[config.mk]
export PLATFORM = sky130hd
export DESIGN_NAME = gated_pulse_width_meter_core
export DESIGN_NICKNAME = d
export VERILOG_FILES = /design/src/rtl/gpwm_pkg.sv /design/src/rtl/gpwm_csr.sv /design/src/rtl/gpwm_gate.sv /design/src/rtl/gpwm_ns_scale.sv /design/src/rtl/gated_pulse_width_meter_core.sv
export SDC_FILE = /design/constraint.sdc
export NUM_CORES = 1
export LEC_CHECK = 0
export ABC_AREA = 0
export BUFFER_PORTS_ARGS = -buffer_cell sky130_fd_sc_hd__buf_2
export CORE_ASPECT_RATIO = 0.6
export CORE_MARGIN = 2
export CORE_UTILIZATION = 33
export CTS_BUF_LIST = sky130_fd_sc_hd__clkbuf_4 sky130_fd_sc_hd__clkbuf_8
export DETAILED_ROUTE_END_ITERATION = 16
export PLACE_DENSITY = 0.46
export SYNTH_ARGS = -nofsm -noshare
export SYNTH_HDL_FRONTEND = slang
export SYNTH_HIERARCHICAL = 1
export SYNTH_SLANG_ARGS = --single-unit
[constraint.sdc]
create_clock -name clock -period 7.2 [get_ports clock]
set_input_delay 0.36 -clock clock [delete_from_list [all_inputs] [get_ports clock]]
set_output_delay 0.36 -clock clock [all_outputs]
set_load 0.05 [all_outputs]
[src/rtl/gpwm_pkg.sv]
`timescale 1ns / 1ps
// ============================================================================
// gpwm_pkg
// Shared types, register map, status codes and scaling constants of the
// gated pulse width meter.
// ============================================================================
package gpwm_pkg;

   localparam int COUNTER_WIDTH_DEFAULT = 16;
   localparam int WRAP_WIDTH            = 16;
   localparam int ADDR_WIDTH            = 5;

   localparam logic [2:0] REG_ACTIVE_LOW    = 3'd0;
   localparam logic [2:0] REG_FILTER_ENABLE = 3'd1;
   localparam logic [2:0] REG_WINDOW_LOW    = 3'd2;
   localparam logic [2:0] REG_WINDOW_HIGH   = 3'd3;
   localparam logic [2:0] REG_TIMEOUT       = 3'd4;

   localparam logic [15:0] WINDOW_LOW_RESET  = 16'd574;
   localparam logic [15:0] WINDOW_HIGH_RESET = 16'd579;
   localparam logic [31:0] TIMEOUT_RESET     = 32'd96000000;

   localparam logic [1:0] STATUS_OK      = 2'd0;
   localparam logic [1:0] STATUS_ZERO    = 2'd1;
   localparam logic [1:0] STATUS_TIMEOUT = 2'd2;

   // ns = floor(ticks * 125 / 12); saturates from this tick count on
   localparam logic [31:0] NS_SAT_TICKS   = 32'd412316861;
   localparam logic [31:0] NS_PER_GROUP   = 32'd125;
   localparam logic [29:0] TICKS_PER_GROUP = 30'd12;
   localparam int          RECIP_SHIFT    = 29;
   localparam logic [27:0] RECIP_THIRD    = 28'd178956971;

   typedef struct packed {
      logic pulse_level;
      logic arm;
   } in_type;

   typedef struct packed {
      logic [31:0] width_ticks;
      logic [31:0] width_ns;
      logic [1:0]  status;
   } out_type;

   typedef struct packed {
      logic        active_low;
      logic        glitch_filter_enable;
      logic [15:0] glitch_window_low;
      logic [15:0] glitch_window_high;
      logic [31:0] timeout_ticks;
   } cfg_type;

   typedef struct packed {
      logic [31:0] width_ticks;
      logic [1:0]  status;
   } stage_type;

   function automatic logic [6:0] ns_frac(input logic [3:0] rem);
      logic [6:0] val;
      case (rem)
         4'd0:    val = 7'd0;
         4'd1:    val = 7'd10;
         4'd2:    val = 7'd20;
         4'd3:    val = 7'd31;
         4'd4:    val = 7'd41;
         4'd5:    val = 7'd52;
         4'd6:    val = 7'd62;
         4'd7:    val = 7'd72;
         4'd8:    val = 7'd83;
         4'd9:    val = 7'd93;
         4'd10:   val = 7'd104;
         4'd11:   val = 7'd114;
         default: val = 7'd0;
      endcase
      return val;
   endfunction

endpackage

[src/rtl/gpwm_csr.sv]
`timescale 1ns / 1ps
// ============================================================================
// gpwm_csr
// APB-style configuration registers with read back.
// ============================================================================
module gpwm_csr (
   input  logic                                clock,
   input  logic                                reset,
   input  logic                                psel,
   input  logic                                penable,
   input  logic                                pwrite,
   input  logic [gpwm_pkg::ADDR_WIDTH-1:0]     paddr,
   input  logic [31:0]                         pwdata,
   output logic [31:0]                         prdata,
   output logic                                pready,
   output gpwm_pkg::cfg_type                   cfg
);

   gpwm_pkg::cfg_type cfg_ff;
   logic              wr_en;
   logic [2:0]        reg_idx;

   assign pready  = 1'b1;
   assign wr_en   = psel && penable && pwrite;
   assign reg_idx = paddr[4:2];
   assign cfg     = cfg_ff;

   always_ff @(posedge clock) begin
      if (reset) begin
         cfg_ff.active_low           <= 1'b0;
         cfg_ff.glitch_filter_enable <= 1'b0;
         cfg_ff.glitch_window_low    <= gpwm_pkg::WINDOW_LOW_RESET;
         cfg_ff.glitch_window_high   <= gpwm_pkg::WINDOW_HIGH_RESET;
         cfg_ff.timeout_ticks        <= gpwm_pkg::TIMEOUT_RESET;
      end else if (wr_en) begin
         case (reg_idx)
            gpwm_pkg::REG_ACTIVE_LOW:    cfg_ff.active_low           <= pwdata[0];
            gpwm_pkg::REG_FILTER_ENABLE: cfg_ff.glitch_filter_enable <= pwdata[0];
            gpwm_pkg::REG_WINDOW_LOW:    cfg_ff.glitch_window_low    <= pwdata[15:0];
            gpwm_pkg::REG_WINDOW_HIGH:   cfg_ff.glitch_window_high   <= pwdata[15:0];
            gpwm_pkg::REG_TIMEOUT:       cfg_ff.timeout_ticks        <= pwdata;
            default: ;
         endcase
      end
   end

   always_comb begin
      case (reg_idx)
         gpwm_pkg::REG_ACTIVE_LOW:    prdata = {31'd0, cfg_ff.active_low};
         gpwm_pkg::REG_FILTER_ENABLE: prdata = {31'd0, cfg_ff.glitch_filter_enable};
         gpwm_pkg::REG_WINDOW_LOW:    prdata = {16'd0, cfg_ff.glitch_window_low};
         gpwm_pkg::REG_WINDOW_HIGH:   prdata = {16'd0, cfg_ff.glitch_window_high};
         gpwm_pkg::REG_TIMEOUT:       prdata = cfg_ff.timeout_ticks;
         default:                     prdata = 32'd0;
      endcase
   end

endmodule

[src/rtl/gpwm_gate.sv]
`timescale 1ns / 1ps
// ============================================================================
// gpwm_gate
// Gate counter, arm and timeout state; forms the tick total of each result
// beat and holds it in the first pipeline register.
// ============================================================================
module gpwm_gate #(
   parameter int COUNTER_WIDTH = gpwm_pkg::COUNTER_WIDTH_DEFAULT
) (
   input  logic                 clock,
   input  logic                 reset,
   input  gpwm_pkg::cfg_type    cfg,
   input  logic                 req_valid,
   output logic                 req_ready,
   input  gpwm_pkg::in_type     req_data,
   output logic                 s1_valid,
   input  logic                 s1_ready,
   output gpwm_pkg::stage_type  s1_data
);

   localparam int WW = COUNTER_WIDTH + gpwm_pkg::WRAP_WIDTH;

   logic [COUNTER_WIDTH-1:0]        cnt_ff, cnt_in, cnt_base, raw;
   logic [gpwm_pkg::WRAP_WIDTH-1:0] wraps_ff, wraps_in, wraps_base, wraps_raw;
   logic [31:0]                     wait_ff, wait_in;
   logic                            armed_ff, armed_in;
   logic                            active_ff, active_in;
   logic                            s1_valid_ff, s1_valid_in;
   gpwm_pkg::stage_type             s1_data_ff, s1_data_in;
   logic                            accept, level, in_window, edge_fire;
   logic [WW-1:0]                   total_wide;
   logic [31:0]                     total;

   assign req_ready = !s1_valid_ff || s1_ready;
   assign accept    = req_valid && req_ready;
   assign s1_valid  = s1_valid_ff;
   assign s1_data   = s1_data_ff;

   always_comb begin
      level      = req_data.pulse_level ^ cfg.active_low;
      cnt_in     = cnt_ff;
      wraps_in   = wraps_ff;
      wait_in    = wait_ff;
      armed_in   = armed_ff;
      active_in  = active_ff;
      cnt_base   = active_ff ? cnt_ff : '0;
      wraps_base = active_ff ? wraps_ff : '0;
      in_window  = cfg.glitch_filter_enable
                   && (cnt_ff > COUNTER_WIDTH'(cfg.glitch_window_low))
                   && (cnt_ff < COUNTER_WIDTH'(cfg.glitch_window_high));
      raw        = in_window ? '0 : cnt_ff;
      wraps_raw  = in_window ? '0 : wraps_ff;
      total_wide = {wraps_raw, raw};
      total      = ((total_wide >> 32) != '0) ? 32'hFFFF_FFFF : total_wide[31:0];
      edge_fire  = 1'b0;
      s1_valid_in = 1'b0;
      s1_data_in.width_ticks = total;
      s1_data_in.status = (total == 32'd0) ? gpwm_pkg::STATUS_ZERO : gpwm_pkg::STATUS_OK;
      if (req_data.arm) begin
         cnt_in    = '0;
         wraps_in  = '0;
         wait_in   = '0;
         active_in = 1'b0;
         armed_in  = 1'b1;
      end else begin
         if (level) begin
            active_in = 1'b1;
            if (&cnt_base) begin
               cnt_in   = '0;
               wraps_in = (&wraps_base) ? wraps_base : wraps_base + 1'b1;
            end else begin
               cnt_in   = cnt_base + 1'b1;
               wraps_in = wraps_base;
            end
         end else if (active_ff) begin
            active_in = 1'b0;
            if (armed_ff) begin
               edge_fire   = 1'b1;
               armed_in    = 1'b0;
               s1_valid_in = 1'b1;
            end
         end
         if (armed_ff && !edge_fire) begin
            wait_in = (&wait_ff) ? wait_ff : wait_ff + 1'b1;
            if (wait_in >= cfg.timeout_ticks) begin
               armed_in    = 1'b0;
               s1_valid_in = 1'b1;
               s1_data_in.width_ticks = 32'd0;
               s1_data_in.status      = gpwm_pkg::STATUS_TIMEOUT;
            end
         end
      end
   end

   always_ff @(posedge clock) begin
      if (reset) begin
         cnt_ff      <= '0;
         wraps_ff    <= '0;
         wait_ff     <= '0;
         armed_ff    <= 1'b0;
         active_ff   <= 1'b0;
         s1_valid_ff <= 1'b0;
      end else begin
         if (accept) begin
            cnt_ff    <= cnt_in;
            wraps_ff  <= wraps_in;
            wait_ff   <= wait_in;
            armed_ff  <= armed_in;
            active_ff <= active_in;
         end
         if (req_ready) begin
            s1_valid_ff <= accept && s1_valid_in;
         end
      end
   end

   always_ff @(posedge clock) begin
      if (req_ready) begin
         s1_data_ff <= s1_data_in;
      end
   end

endmodule

[src/rtl/gpwm_ns_scale.sv]
`timescale 1ns / 1ps
// ============================================================================
// gpwm_ns_scale
// Two-stage tick to nanosecond scaling, floor(ticks * 125 / 12) with
// saturation, ending in the result register.
// ============================================================================
module gpwm_ns_scale (
   input  logic                 clock,
   input  logic                 reset,
   input  logic                 s1_valid,
   output logic                 s1_ready,
   input  gpwm_pkg::stage_type  s1_data,
   output logic                 rsp_valid,
   input  logic                 rsp_ready,
   output gpwm_pkg::out_type    rsp_data
);

   logic                 s2_valid_ff, s2_ready, rsp_valid_ff, rsp_load;
   logic [54:0]          prod;
   logic [25:0]          quot_ff;
   logic [31:0]          ticks_ff;
   logic [1:0]           status_ff;
   logic                 sat_ff;
   logic [29:0]          quot12;
   logic [3:0]           rem;
   logic [31:0]          ns_val;
   gpwm_pkg::out_type    rsp_data_ff, rsp_data_in;

   assign rsp_load  = !rsp_valid_ff || rsp_ready;
   assign s2_ready  = rsp_load;
   assign s1_ready  = !s2_valid_ff || s2_ready;
   assign rsp_valid = rsp_valid_ff;
   assign rsp_data  = rsp_data_ff;

   // quotient of ticks / 12 via reciprocal of 3 on ticks / 4
   assign prod = 55'(s1_data.width_ticks[28:2]) * 55'(gpwm_pkg::RECIP_THIRD);

   always_comb begin
      quot12 = 30'(quot_ff) * gpwm_pkg::TICKS_PER_GROUP;
      rem    = ticks_ff[3:0] - quot12[3:0];
      ns_val = 32'(quot_ff) * gpwm_pkg::NS_PER_GROUP + 32'(gpwm_pkg::ns_frac(rem));
      rsp_data_in.width_ticks = ticks_ff;
      rsp_data_in.width_ns    = sat_ff ? 32'hFFFF_FFFF : ns_val;
      rsp_data_in.status      = status_ff;
   end

   always_ff @(posedge clock) begin
      if (reset) begin
         s2_valid_ff  <= 1'b0;
         rsp_valid_ff <= 1'b0;
      end else begin
         if (s1_ready) begin
            s2_valid_ff <= s1_valid;
         end
         if (rsp_load) begin
            rsp_valid_ff <= s2_valid_ff;
         end
      end
   end

   always_ff @(posedge clock) begin
      if (s1_ready) begin
         quot_ff   <= prod[54:gpwm_pkg::RECIP_SHIFT];
         ticks_ff  <= s1_data.width_ticks;
         status_ff <= s1_data.status;
         sat_ff    <= s1_data.width_ticks >= gpwm_pkg::NS_SAT_TICKS;
      end
      if (rsp_load) begin
         rsp_data_ff <= rsp_data_in;
      end
   end

endmodule

[src/rtl/gated_pulse_width_meter_core.sv]
`timescale 1ns / 1ps
// ============================================================================
// gated_pulse_width_meter_core
// Gated pulse width capture timer: one input beat per timer tick, one result
// beat per measured pulse or timeout.
// ============================================================================
//  channel   direction  handshake                 payload
//  req       in         req_valid / req_ready     gpwm_pkg::in_type
//  rsp       out        rsp_valid / rsp_ready     gpwm_pkg::out_type
//  csr       in         psel penable pwrite pready APB-style, 32-bit data
//
//  One input beat per clock while req_ready is high. A result beat passes
//  through the gate register, reciprocal multiply register and result
//  register. Synchronous reset clears counts, arm state and all valid bits.
//  Under rsp stall the pipeline holds up to three results and req_ready
//  drops only when all three stages are full.
// ============================================================================
module gated_pulse_width_meter_core #(
   parameter int COUNTER_WIDTH = gpwm_pkg::COUNTER_WIDTH_DEFAULT
) (
   input  logic                             clock,
   input  logic                             reset,
   input  logic                             req_valid,
   output logic                             req_ready,
   input  gpwm_pkg::in_type                 req_data,
   output logic                             rsp_valid,
   input  logic                             rsp_ready,
   output gpwm_pkg::out_type                rsp_data,
   input  logic                             psel,
   input  logic                             penable,
   input  logic                             pwrite,
   input  logic [gpwm_pkg::ADDR_WIDTH-1:0]  paddr,
   input  logic [31:0]                      pwdata,
   output logic [31:0]                      prdata,
   output logic                             pready
);

   gpwm_pkg::cfg_type   cfg;
   gpwm_pkg::stage_type s1_data;
   logic                s1_valid, s1_ready;

   gpwm_csr u_csr (
      .clock   (clock),
      .reset   (reset),
      .psel    (psel),
      .penable (penable),
      .pwrite  (pwrite),
      .paddr   (paddr),
      .pwdata  (pwdata),
      .prdata  (prdata),
      .pready  (pready),
      .cfg     (cfg)
   );

   gpwm_gate #(
      .COUNTER_WIDTH (COUNTER_WIDTH)
   ) u_gate (
      .clock     (clock),
      .reset     (reset),
      .cfg       (cfg),
      .req_valid (req_valid),
      .req_ready (req_ready),
      .req_data  (req_data),
      .s1_valid  (s1_valid),
      .s1_ready  (s1_ready),
      .s1_data   (s1_data)
   );

   gpwm_ns_scale u_scale (
      .clock     (clock),
      .reset     (reset),
      .s1_valid  (s1_valid),
      .s1_ready  (s1_ready),
      .s1_data   (s1_data),
      .rsp_valid (rsp_valid),
      .rsp_ready (rsp_ready),
      .rsp_data  (rsp_data)
   );

endmodule

# == Yosys cells after proc, flatten, opt, wreduce, memory -nomap -nowiden ==
# Memory sizes are Yosys's and may differ from the RTL's.
# Cells that the tools add are included.
# Widths: inputs -> output; s select.
# classes
div,0
n_shift,0
eq_ne,4
bitwise,1
magnitude_cmp,4
addsub,5
muxes,33
mul,3
reduce_logical,28
# op_table
cell,count
$mux 16,11
$pmux 32 s5,1
$mux 34,3
$mux 32,3
$mul 27x28->55 const B,1
$add 16x1->16 const B,2
$add 32x1->32 const B,1
$add 32x7->32,1
$ge 32x29->1 const B,1
$ge 32x32->1,1
$logic_not 32->1,1
$mul 26x7->32 const B,1
$reduce_and 16->1,2
$reduce_and 32->1,1
$mul 26x2->2 const B,1
$gt 16x16->1,1
$lt 16x16->1,1
$mux 1,15
$reduce_and 2->1,7
$logic_and 1x1->1,7
$eq 3x2->1 const B,2
$logic_not 1->1,4
$reduce_bool 2->1,2
$sub 4x4->4,1
5 further kinds,7
# word_totals
ram_bits,0
ff_bits,296
romBits,112
n_memories,1
latchBits,0
wordCells,101
# mem_list
name,depth,word_bits,rd,rd_clocked_by_memory_dff,write_ports,line,rtl
(no name shown),16,7,1,0,0,gpwm_pkg.sv:60,case (rem)

# == Logic depth before layout (Yosys ltp) ==
# depth
word_depth,9
ltp_mapped,23

# == Hierarchy ==
# The synthesis kept the hierarchy.
# modules_own_cells
module,area_each_um2,seq_area_each_um2,cells_per_inst,n_inst
gpwm_ns_scale,17961.0,3853.7,1562,1
gpwm_gate,6929.1,2362.3,835,1
gpwm_csr,3335.7,1321.3,370,1

# == Worst setup path after synthesis ==
# Ideal clock, no wire load.
# synth_path
kind,register to register
start,"reg u_gate.s1_data_ff, in the netlist u_gate/s1_data[9]"
end,"reg u_scale.quot_ff[23], data pin"
path_stages_with_launch,21
setup_slack_ns,0.364
period_less_slack_ns,6.836
t_arrival_ns,6.572
path_cell_list,edfxtp_1 > ha_1 > fa_1 > inv_1 > fa_1 > inv_1 > fa_1 > fa_1 > fa_1 > inv_1 > fa_1 > inv_1 > ha_1 > nand4_1 > or4_4 > a2111oi_2 > o31ai_1 > or3_4 > o21ai_0 > a221oi_1 > xnor2_1
# synth_between
elab_chain_cells,1
# synth_rtl
item,line,rtl
"start, declared",gpwm_gate.sv:29,"gpwm_pkg::stage_type s1_data_ff, s1_data_in;"
"start signal, assigned",gpwm_gate.sv:119,s1_data_ff <= s1_data_in;
$mul 27x28->55,gpwm_ns_scale.sv:36,assign prod = 55'(s1_data.width_ticks[28:2]) * 55'(gpwm_pkg::RECIP_THIRD);
net u_scale.prod[52],gpwm_ns_scale.sv:19,logic [54:0] prod;
"end signal, assigned",gpwm_ns_scale.sv:63,quot_ff <= prod[54:gpwm_pkg::RECIP_SHIFT];
"end, declared",gpwm_ns_scale.sv:20,logic [25:0] quot_ff;
# The timed path passes the listed nets, and every way through them passes these cells.
# A chain may end at the register's enable or synchronous reset.

# == Worst setup path in the final report ==
# layout_path
start,"reg u_gate.s1_data_ff, in the netlist u_gate/s1_data[7]"
end,"reg u_scale.quot_ff[18], data pin"
# The elaborated chain is that of the path after synthesis.

==> reports/results.txt <==
For the layout filler cell count, the log shows 8534. Entering global routing, the biggest net connects 84 pins. The pre-antenna-repair detailed-routing pass consisted of 5 iterations. After clock tree synthesis, the clock-pin slew on the worst setup and hold paths is 60 ps.

In this run the static leakage power is 16.5 nW. The number of buffers created by CTS came out at 52. The die covers 88000 um2.

The startpoint identified for the worst hold timing path is paddr[3]. The floorplan step defined a core boundary enclosing 85200 um2. The logs give 123 uV for the worst vdd rail ir drop and -111 ps for the worst setup timing slack at the placement stage.

The worst pin sits at a relative slew slack of 18.8%. The number of setup buffers added after CTS was 0. Counting every instance in the synthesized netlist gives 2767. The total nets after synthesis was 3487; the setup slack on the worst flop-to-flop path was 210 ps. The average instance in the mapped netlist occupies 10.2 um2. The switching component of the power is 895 uW. On the worst path, the slowest cell contributes a delay of 560 ps.

In this run the most used layer during global routing was met1. The number of buffer cells added on primary ports is 143. The number of maximum-capacitance constraint violations was 0; the via density per instance was 4.87. Across all hold checks on the routed design, the worst slack comes to 73.6 ps.

For this run, global-route usage on met3 was measured as 5.05%. Summing over every cut layer, the via total after detailed routing is 20.4k. Counting flops and latches in the post-synthesis netlist gives 296. Power comes to 3.56 mW.

Summing every instance area after synthesis gives 28200 um2. In this run, synthesis inferred 161 flip-flops with an integrated enable. The number of hold violations in the final report came out at 0. The logs give 17.4% for the aggregate global-route resource usage and 121000 um for the wire length of the first global-routing pass. Critical path start-end classification: reg2reg.

Highest clock rate: 143 MHz. TritonCTS built the clock tree. The beginning of the worst register-to-register path was u_gate/s1_data[7]. For this run, asynchronously set or reset flops after synthesis account for 0%.

For met2 alone, demand over resource in global routing was 23.7%. For the worst-skew pair, the clock arrives at the later sink with an insertion delay of 690 ps. The sequential cell area fraction in the yosys report is 26.7%. Combinational logic is responsible for 4.4% of the overall power. After routing, the total negative slack on setup checks comes to 0 ps.

Cell internal power was estimated by the tool at 2.67 mW. The worst register-to-register path has a depth of 21. The tools report the clock network fraction of total power as 45.8%. The post-placement cell area came out at 30600 um2. In this run the power density over the cells is 111 nW/um2.

The min-delay analysis places its worst path in the category in2reg. In this run the number of H-tree levels came out at 2. For the final database, setup skew stands at 58.4 ps. The run gives 61600 um as the HPWL after detailed placement. Counting tap cells, the placed design contains a total of 4056 instances. The detailed-route wire length was 76300 um. Routability-driven placement finished with a final weighted congestion of 0.940.

Setup repair after global routing could not meet its margin everywhere. In the routed design, unresolved DRC markers number 0. The maximum root-to-sink buffer count came out at 3. In this run the count of I/O pins placed on the die edge is 147. The logs give 0 for the total grt overflow and 0 for the final number of setup-violating endpoints.

The number of nets with antenna violations after routing was 0. The number of sinks on the clock net came out at 296. In the final layout, the share of cells above drive strength 1 is 12.7%. The run gives 27.0% as the met1 track utilization from global routing.

For the initial cell density of the core, the log shows 33.1%. The element type at the critical path end is a register. Among the stages of the critical path, the cell type that occurs most often is sky130_fd_sc_hd__fa_1. The number of pins with negative max-slew slack in the final report came out at 0. The detail-routed net length per standard cell was 18.2 um; the number of nets in the layout was 3717.

STA classifies the critical path startpoint as a register. The run finished with clean final reports. Of the total power, the share spent switching nets is 25.1%. Endpoint of the worst hold-timing path: u_csr/cfg[65]. The final critical-path setup slack came out at 214 ps.

Clock root buffer master: sky130_fd_sc_hd__clkbuf_8. The maximum fanout along the worst path came out at 4. The height of the chip was 231 um. The library cell used most frequently in the layout, excluding fill and tap cells, is sky130_fd_sc_hd__inv_1. The biggest area consumer among synthesized cells is sky130_fd_sc_hd__fa_1.

The library cell contributing the largest single delay on the critical path was sky130_fd_sc_hd__fa_1. Cell count of the worst hold path: 3. The distinct cell type count of the synthesized netlist is 90, and the number of placement rows is 83. For the pin with the worst max-slew slack, the measured transition is 1220 ps. The required time reported for the critical path endpoint is 7570 ps. The run gives 2 as the initial antenna violation count. Measured along the x axis, the die boundary spans 382 um. In this run, the number of DRC markers left after iteration 0 of detailed routing was 1180. The synthesized design devotes to its leading area cell type 20.7% of total area.

The total buffers and inverters traversed by the critical path is 5, and the post-layout utilization of the core is 37.7%. Post-layout instance count excluding filler cells: 4186. By area the synthesized netlist is led by sky130_fd_sc_hd__fa_1, sky130_fd_sc_hd__edfxtp_1, sky130_fd_sc_hd__ha_1, sky130_fd_sc_hd__dfxtp_1, sky130_fd_sc_hd__inv_1. After layout, the worst path uses 97.0% of the clock period. The library cells used most frequently in the layout, excluding fill and tap cells, are sky130_fd_sc_hd__inv_1, sky130_fd_sc_hd__ha_1, sky130_fd_sc_hd__fa_1. In this run the critical register-to-register path is captured at u_scale/quot_ff[18].

The run gives 21.1k as the number of global-route vias before repair. The most frequently used flop master after synthesis was sky130_fd_sc_hd__edfxtp_1. The proportion of power drawn by flip-flops and latches is 49.9%, and the area overhead of the layout relative to synthesis is 13.6%. Once layout is done, the placed cells without fillers occupy 32100 um2.

For the worst setup path, the data arrival time is 7360 ps. In this design, the largest share of critical-path delay is due to adder cells. The Yosys step of the flow raised 6 warnings. The clock period could shrink to 6990 ps. The critical path goes through ha_4 > fa_1 > inv_1 > fa_2 > buf_4 > fa_1 > inv_1 > fa_1 > fa_1 > fa_1 > ha_1 > nand4_1 > or4_4 > a2111oi_4 > o31ai_2 > buf_4 > or3_4 > buf_4 > o21ai_4 > mux2i_1 > a2111oi_2.
-- metal layers --
layer	vias to the layer above	wire length (um)	share of wire [%]
met1	9962	40800	53
met4	0	1040	1.4
met5	-	0	0
li1	9950	-	-
met2	390	29200	38
met3	64	5240	6.9
-- cells by family after synthesis --
family | Yosys count | synth area share [%]
buffers and inverters | 487 | 6.78
other | 1 | 0.0133
and+or+nand+nor | 655 | 12.5
xor gates and xnor gates | 87 | 2.70
adders and majority gates | 674 | 37.6
DFF | 296 | 26.7
AOI/OAI and AO/OA | 504 | 11.4
muxes | 63 | 2.24
-- registers in the layout (all words and copies together) (netlist names) --
signal,cells
u_csr/cfg,66
u_gate/active_ff,1
u_gate/armed_ff,1
u_gate/cnt_ff,16
u_gate/s1_data,34
u_gate/s1_valid,1
u_gate/wait_ff,32
u_gate/wraps_ff,16
u_scale/quot_ff,26
u_scale/rsp_data,66
u_scale/rsp_valid,1
u_scale/s2_valid_ff,1
u_scale/sat_ff,1
u_scale/status_ff,2
u_scale/ticks_ff,32
-- synthesized netlist by cell type, types with 56 or more instances --
library cell / number
sky130_fd_sc_hd__xnor2_1: 56
sky130_fd_sc_hd__and2_1: 61
sky130_fd_sc_hd__clkbuf_1: 58
sky130_fd_sc_hd__o21ai_0: 150
sky130_fd_sc_hd__inv_1: 404
sky130_fd_sc_hd__fa_1: 292
sky130_fd_sc_hd__mux2i_1: 62
sky130_fd_sc_hd__a21oi_1: 114
sky130_fd_sc_hd__nor2_1: 141
sky130_fd_sc_hd__edfxtp_1: 161
sky130_fd_sc_hd__dfxtp_1: 135
sky130_fd_sc_hd__nand2b_1: 69
sky130_fd_sc_hd__ha_1: 382
sky130_fd_sc_hd__nand2_1: 120
-- cell type report --
class | instances | area [um2] | share of cell area (%)
Antenna cell | 1 | 2.50 | 0.00780
Clock buffer | 76 | 933 | 2.91
Clock inverter | 19 | 126 | 0.394
Inverter | 404 | 1520 | 4.73
Multi-Input combinational cell | 1984 | 18800 | 58.7
Sequential cell | 296 | 7540 | 23.5
Tap cell | 1147 | 1440 | 4.48
Timing Repair Buffer | 259 | 1670 | 5.22
-- worst min-delay path, delay by kind of cell --
kind	cells	cell delay [ps]
buf+inv	1	150
mux	1	110
simple gates	1	80
-- power groups by stage --
stage / registers, mW / clock network (mW) / logic [mW]
after detailed placement: 1.81 / 0 / 0.139
after floorplan: 1.81 / 0 / 0.0899
final: 1.78 / 1.63 / 0.155
after global placement: 1.81 / 0 / 0.137
after CTS: 1.78 / 1.72 / 0.154
after global routing: 1.77 / 1.79 / 0.168
-- worst max path at each step --
stage	start	end	slack, ps	cells past startpoint
finish	u_gate/s1_data[7]	u_scale/quot_ff[18]	210	21
detailed placement	u_gate/s1_data[7]	u_scale/quot_ff[23]	-110	20
CTS	u_gate/s1_data[7]	u_scale/quot_ff[18]	10	22
global route	u_gate/s1_data[7]	u_scale/quot_ff[18]	-30	21
global placement	u_gate/s1_data[7]	u_scale/quot_ff[23]	6	20
floorplan	u_gate/s1_data[9]	u_scale/quot_ff[23]	360	20
-- repair_timing --
action                                 4_1_cts  5_1_grt
endpoints found under the hold margin       64        0
hold buffers                                34        0
setup endpoints to repair                    5       14
resized for setup                            4        9
pin swaps                                    1        5
(Power assumes the default switching activity.)
